**src/hdl/assert_macros.svh**
```systemverilog
// assertion macros shared by the rtl files
`ifndef ASSERT_MACROS_SVH
`define ASSERT_MACROS_SVH

// same-cycle implication, checked outside reset
`define HCB_ASSERT_IMP(lbl, ante, cons) \
  lbl: assert property (@(posedge clk_i) disable iff (!rst_ni) (ante) |-> (cons)) \
    else $error("assertion failed");

// next-cycle implication, checked outside reset
`define HCB_ASSERT_NXT(lbl, ante, cons) \
  lbl: assert property (@(posedge clk_i) disable iff (!rst_ni) (ante) |=> (cons)) \
    else $error("assertion failed");

`endif

```
**src/hdl/hcb_pkg.sv**
```systemverilog
// types and constants of the huffman code builder
package hcb_pkg;

  localparam int unsigned MaxSymbolsDef = 32;
  localparam int unsigned WeightBitsDef = 16;

  typedef struct packed {
    logic [15:0] weight;
    logic        last;
  } in_t;

  typedef struct packed {
    logic [4:0]  symbol;
    logic [30:0] code;
    logic [4:0]  code_length;
    logic        overflow;
    logic        last_out;
  } out_t;

  typedef enum logic [2:0] {
    S_IDLE,
    S_SCAN,
    S_WR_A,
    S_WR_B,
    S_WR_N,
    S_WALK_RD,
    S_WALK_EV,
    S_EMIT
  } state_e;

endpackage

```
**src/hdl/hcb_ram.sv**
```systemverilog
// generic single-write, single-read ram with registered read data
module hcb_ram #(
  parameter int unsigned Width = 8,
  parameter int unsigned Depth = 16
) (
  input  logic                     clk_i,
  input  logic                     we_i,
  input  logic [$clog2(Depth)-1:0] waddr_i,
  input  logic [Width-1:0]         wdata_i,
  input  logic [$clog2(Depth)-1:0] raddr_i,
  output logic [Width-1:0]         rdata_o
);

  logic [Width-1:0] mem_q [Depth];
  logic [Width-1:0] rdata_q;

  always_ff @(posedge clk_i) begin
    if (we_i) begin
      mem_q[waddr_i] <= wdata_i;
    end
    rdata_q <= mem_q[raddr_i];
  end

  assign rdata_o = rdata_q;

endmodule

```
**src/hdl/hcb_min2.sv**
```systemverilog
// running tracker of the two lightest parentless nodes in a scan
module hcb_min2 #(
  parameter int unsigned IdxW = 6,
  parameter int unsigned WgtW = 21
) (
  input  logic            clk_i,
  input  logic            rst_ni,
  input  logic            clr_i,
  input  logic            en_i,
  input  logic [IdxW-1:0] idx_i,
  input  logic [WgtW-1:0] wgt_i,
  output logic [IdxW-1:0] a_o,
  output logic [IdxW-1:0] b_o,
  output logic [WgtW-1:0] wa_o,
  output logic [WgtW-1:0] wb_o
);
  import hcb_pkg::*;
  `include "assert_macros.svh"

  logic            h1_q, h1_d, h2_q, h2_d;
  logic [IdxW-1:0] a_q, a_d, b_q, b_d;
  logic [WgtW-1:0] wa_q, wa_d, wb_q, wb_d;

  always_comb begin
    h1_d = h1_q;
    h2_d = h2_q;
    a_d  = a_q;
    b_d  = b_q;
    wa_d = wa_q;
    wb_d = wb_q;
    if (clr_i) begin
      h1_d = 1'b0;
      h2_d = 1'b0;
    end else if (en_i) begin
      if (!h1_q) begin
        a_d  = idx_i;
        wa_d = wgt_i;
        h1_d = 1'b1;
      end else if (wgt_i < wa_q) begin
        // strictly lighter: old minimum slides to second place
        b_d  = a_q;
        wb_d = wa_q;
        a_d  = idx_i;
        wa_d = wgt_i;
        h2_d = 1'b1;
      end else if (!h2_q || wgt_i < wb_q) begin
        b_d  = idx_i;
        wb_d = wgt_i;
        h2_d = 1'b1;
      end
    end
  end

  always_ff @(posedge clk_i or negedge rst_ni) begin
    if (!rst_ni) begin
      h1_q <= 1'b0;
      h2_q <= 1'b0;
    end else begin
      h1_q <= h1_d;
      h2_q <= h2_d;
    end
  end

  always_ff @(posedge clk_i) begin
    a_q  <= a_d;
    b_q  <= b_d;
    wa_q <= wa_d;
    wb_q <= wb_d;
  end

  assign a_o  = a_q;
  assign b_o  = b_q;
  assign wa_o = wa_q;
  assign wb_o = wb_q;

  `HCB_ASSERT_IMP(a_min2_order, h2_q, wa_q <= wb_q)
  `HCB_ASSERT_IMP(a_min2_distinct, h2_q, a_q != b_q)

endmodule

```
**src/hdl/huffman_code_builder.sv**
```systemverilog
// huffman code builder top level: loader, merge sequencer and code walker
//
//   channel | dir | handshake              | payload
//   in      | in  | in_valid_i / in_stall_o  | hcb_pkg::in_t  (weight, last)
//   out     | out | out_valid_o / out_stall_i| hcb_pkg::out_t (symbol, code, ...)
//
// weight beats are accepted only while idle; the last beat starts the build.
// the merge that builds node i reads nodes 0 .. i-1 in turn, then drains the
// read and writes both children and node i itself, for i = n .. 2n-2.
// each code then walks leaf to root, reading each node on its path, the root included,
// and then loads the output register.
// in_stall_o is high from the last beat until the final code is loaded; a stalled
// output holds the walker. reset clears control state; the node table is not cleared.
module huffman_code_builder #(
  parameter int unsigned MaxSymbols = hcb_pkg::MaxSymbolsDef,
  parameter int unsigned WeightBits = hcb_pkg::WeightBitsDef
) (
  input  logic           clk_i,
  input  logic           rst_ni,
  input  logic           in_valid_i,
  output logic           in_stall_o,
  input  hcb_pkg::in_t   in_data_i,
  output logic           out_valid_o,
  input  logic           out_stall_i,
  output hcb_pkg::out_t  out_data_o
);
  import hcb_pkg::*;
  `include "assert_macros.svh"

  localparam int unsigned Nodes = 2 * MaxSymbols - 1;
  localparam int unsigned NiW   = $clog2(Nodes);
  localparam int unsigned CntW  = $clog2(MaxSymbols + 1);
  localparam int unsigned SumW  = WeightBits + $clog2(MaxSymbols);
  localparam int unsigned EntW  = SumW + NiW + 2;
  localparam int unsigned CmpW  = NiW + 2;

  // node entry: {weight, parent, has_parent, is_right}
  logic [EntW-1:0] wdata, rdata;
  logic            we;
  logic [NiW-1:0]  waddr, raddr;

  logic [SumW-1:0] r_wgt;
  logic [NiW-1:0]  r_par;
  logic            r_hp, r_rb;
  assign {r_wgt, r_par, r_hp, r_rb} = rdata;

  state_e          state_q, state_d;
  logic [CntW-1:0] cnt_q, cnt_d, n_q, n_d;
  logic            flag_q, flag_d;
  logic [NiW-1:0]  i_q, i_d, j_q, j_d, pj_q, pj_d, c_q, c_d;
  logic            rv_q, rv_d;
  logic [CntW-1:0] s_q, s_d;
  logic [NiW-1:0]  len_q, len_d;
  logic [30:0]     code_q, code_d;
  logic            ov_q, ov_d;
  out_t            out_q, out_d;

  logic            trk_clr, trk_en;
  logic [NiW-1:0]  trk_a, trk_b;
  logic [SumW-1:0] trk_wa, trk_wb;

  logic            in_acc, full, out_free, out_load;
  logic [WeightBits+15:0] w_ext;
  logic [CntW-1:0] n_new;
  logic [CmpW-1:0] i_next, i_end;

  assign in_acc   = in_valid_i && !in_stall_o;
  assign full     = (cnt_q == CntW'(MaxSymbols));
  assign w_ext    = {{WeightBits{1'b0}}, in_data_i.weight};
  assign n_new    = full ? cnt_q : cnt_q + CntW'(1);
  assign out_free = !ov_q || !out_stall_i;
  assign out_load = (state_q == S_EMIT) && out_free;
  assign i_next   = CmpW'(i_q) + CmpW'(1);
  assign i_end    = (CmpW'(n_q) << 1) - CmpW'(1);

  hcb_ram #(.Width(EntW), .Depth(Nodes)) u_ram (
    .clk_i   (clk_i),
    .we_i    (we),
    .waddr_i (waddr),
    .wdata_i (wdata),
    .raddr_i (raddr),
    .rdata_o (rdata)
  );

  hcb_min2 #(.IdxW(NiW), .WgtW(SumW)) u_min2 (
    .clk_i  (clk_i),
    .rst_ni (rst_ni),
    .clr_i  (trk_clr),
    .en_i   (trk_en),
    .idx_i  (pj_q),
    .wgt_i  (r_wgt),
    .a_o    (trk_a),
    .b_o    (trk_b),
    .wa_o   (trk_wa),
    .wb_o   (trk_wb)
  );

  // next state
  always_comb begin
    state_d = state_q;
    case (state_q)
      S_IDLE: begin
        if (in_acc && in_data_i.last) begin
          state_d = (n_new < CntW'(2)) ? S_WALK_RD : S_SCAN;
        end
      end
      S_SCAN: begin
        if (j_q == i_q && !rv_q) begin
          state_d = S_WR_A;
        end
      end
      S_WR_A: state_d = S_WR_B;
      S_WR_B: state_d = S_WR_N;
      S_WR_N: state_d = (i_next < i_end) ? S_SCAN : S_WALK_RD;
      S_WALK_RD: state_d = S_WALK_EV;
      S_WALK_EV: state_d = r_hp ? S_WALK_RD : S_EMIT;
      S_EMIT: begin
        if (out_free) begin
          state_d = (s_q + CntW'(1) == n_q) ? S_IDLE : S_WALK_RD;
        end
      end
      default: state_d = S_IDLE;
    endcase
  end

  // datapath and memory control
  always_comb begin
    cnt_d   = cnt_q;
    n_d     = n_q;
    flag_d  = flag_q;
    i_d     = i_q;
    j_d     = j_q;
    pj_d    = pj_q;
    rv_d    = 1'b0;
    c_d     = c_q;
    s_d     = s_q;
    len_d   = len_q;
    code_d  = code_q;
    out_d   = out_q;
    ov_d    = ov_q && out_stall_i;
    we      = 1'b0;
    waddr   = i_q;
    wdata   = '0;
    raddr   = c_q;
    trk_clr = 1'b0;
    trk_en  = 1'b0;
    in_stall_o = (state_q != S_IDLE);
    case (state_q)
      S_IDLE: begin
        if (in_acc) begin
          if (full) begin
            flag_d = 1'b1;
          end else begin
            we    = 1'b1;
            waddr = NiW'(cnt_q);
            wdata = {SumW'(w_ext[WeightBits-1:0]), NiW'(0), 1'b0, 1'b0};
            cnt_d = cnt_q + CntW'(1);
          end
          if (in_data_i.last) begin
            n_d     = n_new;
            i_d     = NiW'(n_new);
            j_d     = '0;
            trk_clr = 1'b1;
            s_d     = '0;
            c_d     = '0;
            len_d   = '0;
            code_d  = '0;
          end
        end
      end
      S_SCAN: begin
        raddr  = j_q;
        trk_en = rv_q && !r_hp;
        if (j_q != i_q) begin
          rv_d = 1'b1;
          pj_d = j_q;
          j_d  = j_q + NiW'(1);
        end
      end
      S_WR_A: begin
        we    = 1'b1;
        waddr = trk_a;
        wdata = {trk_wa, i_q, 1'b1, 1'b0};
      end
      S_WR_B: begin
        we    = 1'b1;
        waddr = trk_b;
        wdata = {trk_wb, i_q, 1'b1, 1'b1};
      end
      S_WR_N: begin
        we      = 1'b1;
        waddr   = i_q;
        wdata   = {trk_wa + trk_wb, NiW'(0), 1'b0, 1'b0};
        i_d     = i_q + NiW'(1);
        j_d     = '0;
        trk_clr = 1'b1;
      end
      S_WALK_RD: begin
        raddr = c_q;
      end
      S_WALK_EV: begin
        if (r_hp) begin
          if (r_rb && CmpW'(len_q) < CmpW'(31)) begin
            code_d = code_q | (31'(1) << len_q);
          end
          len_d = len_q + NiW'(1);
          c_d   = r_par;
        end
      end
      S_EMIT: begin
        if (out_free) begin
          ov_d              = 1'b1;
          out_d.symbol      = 5'(s_q);
          out_d.code        = code_q;
          out_d.code_length = 5'(len_q);
          out_d.overflow    = flag_q;
          out_d.last_out    = (s_q + CntW'(1) == n_q);
          s_d    = s_q + CntW'(1);
          c_d    = NiW'(s_q + CntW'(1));
          len_d  = '0;
          code_d = '0;
          if (s_q + CntW'(1) == n_q) begin
            cnt_d  = '0;
            flag_d = 1'b0;
          end
        end
      end
      default: ;
    endcase
  end

  always_ff @(posedge clk_i or negedge rst_ni) begin
    if (!rst_ni) begin
      state_q <= S_IDLE;
      cnt_q   <= '0;
      flag_q  <= 1'b0;
      rv_q    <= 1'b0;
      ov_q    <= 1'b0;
    end else begin
      state_q <= state_d;
      cnt_q   <= cnt_d;
      flag_q  <= flag_d;
      rv_q    <= rv_d;
      ov_q    <= ov_d;
    end
  end

  always_ff @(posedge clk_i) begin
    n_q    <= n_d;
    i_q    <= i_d;
    j_q    <= j_d;
    pj_q   <= pj_d;
    c_q    <= c_d;
    s_q    <= s_d;
    len_q  <= len_d;
    code_q <= code_d;
    out_q  <= out_d;
  end

  assign out_valid_o = ov_q;
  assign out_data_o  = out_q;

  `HCB_ASSERT_IMP(a_cnt_cap, 1'b1, cnt_q <= CntW'(MaxSymbols))
  `HCB_ASSERT_NXT(a_final_idle, out_load && out_d.last_out, state_q == S_IDLE && cnt_q == '0)
  `HCB_ASSERT_IMP(a_scan_range, state_q == S_SCAN, CmpW'(i_q) < i_end && j_q <= i_q)
  `HCB_ASSERT_IMP(a_no_load_busy, out_load, !ov_q || !out_stall_i)

endmodule

```
**config.mk**
```make
export PLATFORM = sky130hd
export DESIGN_NAME = huffman_code_builder
export DESIGN_NICKNAME = d
export VERILOG_FILES = /design/src/hdl/hcb_pkg.sv /design/src/hdl/hcb_ram.sv /design/src/hdl/hcb_min2.sv /design/src/hdl/huffman_code_builder.sv
export VERILOG_INCLUDE_DIRS = /design/src /design/src/hdl
export SDC_FILE = /design/constraint.sdc
export NUM_CORES = 2
export LEC_CHECK = 0
export BUFFER_PORTS_ARGS = -buffer_cell sky130_fd_sc_hd__clkbuf_2
export CAP_MARGIN = 10
export CORE_UTILIZATION = 28
export DETAILED_ROUTE_END_ITERATION = 8
export PLACE_DENSITY = 0.52
export SYNTH_ARGS = -nofsm -noshare
export SYNTH_HDL_FRONTEND = slang
export SYNTH_SLANG_ARGS = --single-unit
```
**constraint.sdc**
```tcl
create_clock -name clk_i -period 7.8 [get_ports clk_i]
set_clock_uncertainty 0.15 [all_clocks]
set_input_delay 0.78 -clock clk_i [delete_from_list [all_inputs] [get_ports clk_i]]
set_output_delay 0.78 -clock clk_i [all_outputs]
set_load 0.005 [all_outputs]
```
==> flow_summary.ini <==
[run_status]
status = complete, no violations

[placed_design]
placed_cells = 8252
io_buffers = 65
postPlaceCellArea_mm2 = 0.0863
routabilityCongestion = 0.841
pre_cts_slack_ns = 1.70
dp_hpwl_um = 142000

[final_layout]
ff_latch_area_mm2 = 0.0609
areaGrowthSynthToFinish_pct = 14.9
post-route-util_pct = 32.4
fillers = 27349
fin_cells = 8628
design_area_mm2 = 0.0927
multiInputGateArea_mm2 = 0.0193
layout.nets = 4797
drive_gt1_share_pct = 18.3

[sta]
relSlewSlack_pct = 12.4
hold_slack_ns = 0.247
rsz0062_at_grt = false
layout_min_cycle_time_ns = 5.95
setup_tns_ns = 0
finalSetupViolations = 0
maxSlewViolCount = 0
hold_violations = 0
max_freq_mhz = 168
finalCritPeriodShare_pct = 76.3
tightest_slew_ns = 1.31
worst_slack_ns = 1.85

[cts]
clk_path_buf_depth = 3
cts.clk_slew.worst_paths_ns = 0.06
ctsRootBufferMaster = clkbuf_16
clk_latency_ns = 0.85
h-tree-depth = 4
cts_made_buffers = 204
cts_tree = built
ctsResizeCount = 0
clkSinkCount = 2040

[floorplanning]
core_mm2 = 0.286
start_util_pct = 28.2
die_w_um = 539
dieHeight_um = 539
die_area_mm2 = 0.290
fp-row-count = 196
io_pins = 66

[setup_path]
critical-path-slowest-cell = mux2i_4
cp_max_fo = 57
crit_type = flip-flop to flip-flop
cp-start-kind = flip-flop
reg2reg_depth = 8
crit_path_cell_trace = or3b_1 > mux2i_4 > buf_12 > buf_4 > mux4_2 > a22oi_1 > nand3_1 > or3_1
reg2reg_to = u_ram.rdata_o[10]
max_stage_delay_ns = 1.01
cp.arrival_ns = 6.53
r2r_slack_ns = 1.85
r2r-start = state_q[1]
cp-startpoint = state_q[1]
required_ns = 8.38
endpoint_kind = flip-flop
critPathCapture = u_ram.rdata_o[10]

[yosys]
muxShareOfSynthArea_pct = 10.2
synth_edf_count = 1997
yosys_warnings = 0
yosysMostFrequentCell = edfxtp_1
synthesis.area_mm2 = 0.0807
synth_top_cell_area_share_pct = 74.3
synthTopCellsByCount = edfxtp_1 (1997), nand2_1 (503), mux4_2 (287)
synthAdderAreaFrac_pct = 1.22
ys_ff_latch = 2040
synth_cell_types = 70
syn_area_per_cell_um2 = 17.6
synth_compound_area_share_pct = 5.07
synth-async-reset-ratio_pct = 0.686
yosysSeqAreaShare_pct = 75.5
synth_area_leaders = edfxtp_1 (74%), mux4_2 (8.0%), nand2_1 (2.3%)
synth_fp_nets = 4692
synthSimpleGateAreaFrac_pct = 5.81
synth_top_family_by_area = multiplexers
synth_xor_area_share_pct = 0.543
synth_ff_type = edfxtp_1
synth_cells = 4593
synth_top_cell_by_area = edfxtp_1

[power]
finalPower_mw = 37.6
p_per_area_mw_per_mm2 = 405
vdd_drop_max_v = 0.000258
leakage_nw = 29.9

[grt]
grt_max_degree = 98
grt_pass1_vias = 41809
antenna_found_initial = 11
grt_overflow = 0
grt_use_total_pct = 16.0
grt_pass1_wl_um = 330000

[drt]
wl_per_cell_um = 27.5
viasPerCell = 5.08
drc = 0
drt-total-wl_um = 238000
drtIter0Drc = 5245
postRouteAntennaNets = 0
firstDrtPassIters = 8
dr_total_vias = 43873

[min_path]
hold_class = input pin to async pin

[flow_run]
maxCapViolCount = 0
-- layer usage --
| metal | vias up | GRT usage, % | share of wire (%) |
|---|---|---|---|
| li1 | 18527 | - | - |
| met1 | 23292 | 23.7 | 45 |
| met5 | - | 0 | 0.0084 |
| met3 | 249 | 2.70 | 8.2 |
| met2 | 1803 | 24.1 | 45 |
| met4 | 2 | 4.24 | 2.3 |
-- flip-flops by register name, summed over array words and instances (netlist names), 21 cells and up --
register	count
code_q	31
out_data_o	43
u_min2.wa_o	21
u_min2.wb_o	21
u_ram.mem_q	1827
u_ram.rdata_o	29
-- cells in the final DEF (no fill, tap or decap), types with 79 or more instances in the layout --
cell type  instances
nor2_1           154
clkbuf_16        207
a311oi_1          88
o21ai_0          121
mux2i_1          137
a22oi_1           93
edfxtp_1        1997
nand2_1          490
buf_4             79
mux4_2           287
nand3_1          119
a21oi_1           91
-- critical path, delay by kind of cell, from the launching register on --
kind	cells	cell delay, ns
simple gates	3	1.61
compound gates	1	0.56
flops	1	0.75
mux	2	1.66
buf+inv	2	1.02
-- cells by family (layout without fill, tap and decap cells) --
| family | Yosys count | in the layout |
|---|---|---|
| AO/OA/AOI/OAI | 583 | 583 |
| XOR/XNOR | 50 | 50 |
| adder cells (fa/ha/maj) | 78 | 78 |
| buffers and inverters | 324 | 594 |
| flip-flops | 2040 | 2040 |
| multiplexers | 456 | 456 |
| other | 0 | 3 |
| AND/OR/NAND/NOR | 1062 | 1062 |
-- what timing repair did --
action                     4_1_cts  5_1_grt
hold buffers                     2        0
hold endpoints to repair        15        0
setup buffers                    0        0
setup endpoints to repair        0        0
-- worst min-delay path by stage --
stage / to / cells after the start / slack, ns / start
after floorplan: u_min2.a_o[0] / 0 / 0.27 / pj_q[0]
after global placement: u_min2.a_o[1] / 0 / 0.28 / pj_q[1]
after detailed placement: out_data_o[35] / 0 / 0.28 / code_q[28]
after CTS: flag_q / 3 / 0.16 / in_valid_i
after global routing: flag_q / 3 / 0.24 / in_valid_i
final: out_valid_o / 2 / 0.25 / rst_ni
-- area by class of cell --
cell class,instances,area share (%)
sequential,2040,65.7
multi-input combinational,2229,20.8
clock buffer,266,5.92
tap,3762,5.08
timing repair buffer,156,1.23
clock inverter,105,0.990
inverter,67,0.271
antenna,3,0.00810
-- report_power, final --
part | internal, mW | switching (mW) | leakage [nW]
clock | 5.33 | 4.21 | 3.12
sequential | 14.5 | 0.563 | 18.7
combinational | 3.69 | 9.24 | 8.02
total | 23.5 | 14.0 | 29.9
Power figures use the tool's default switching activity.
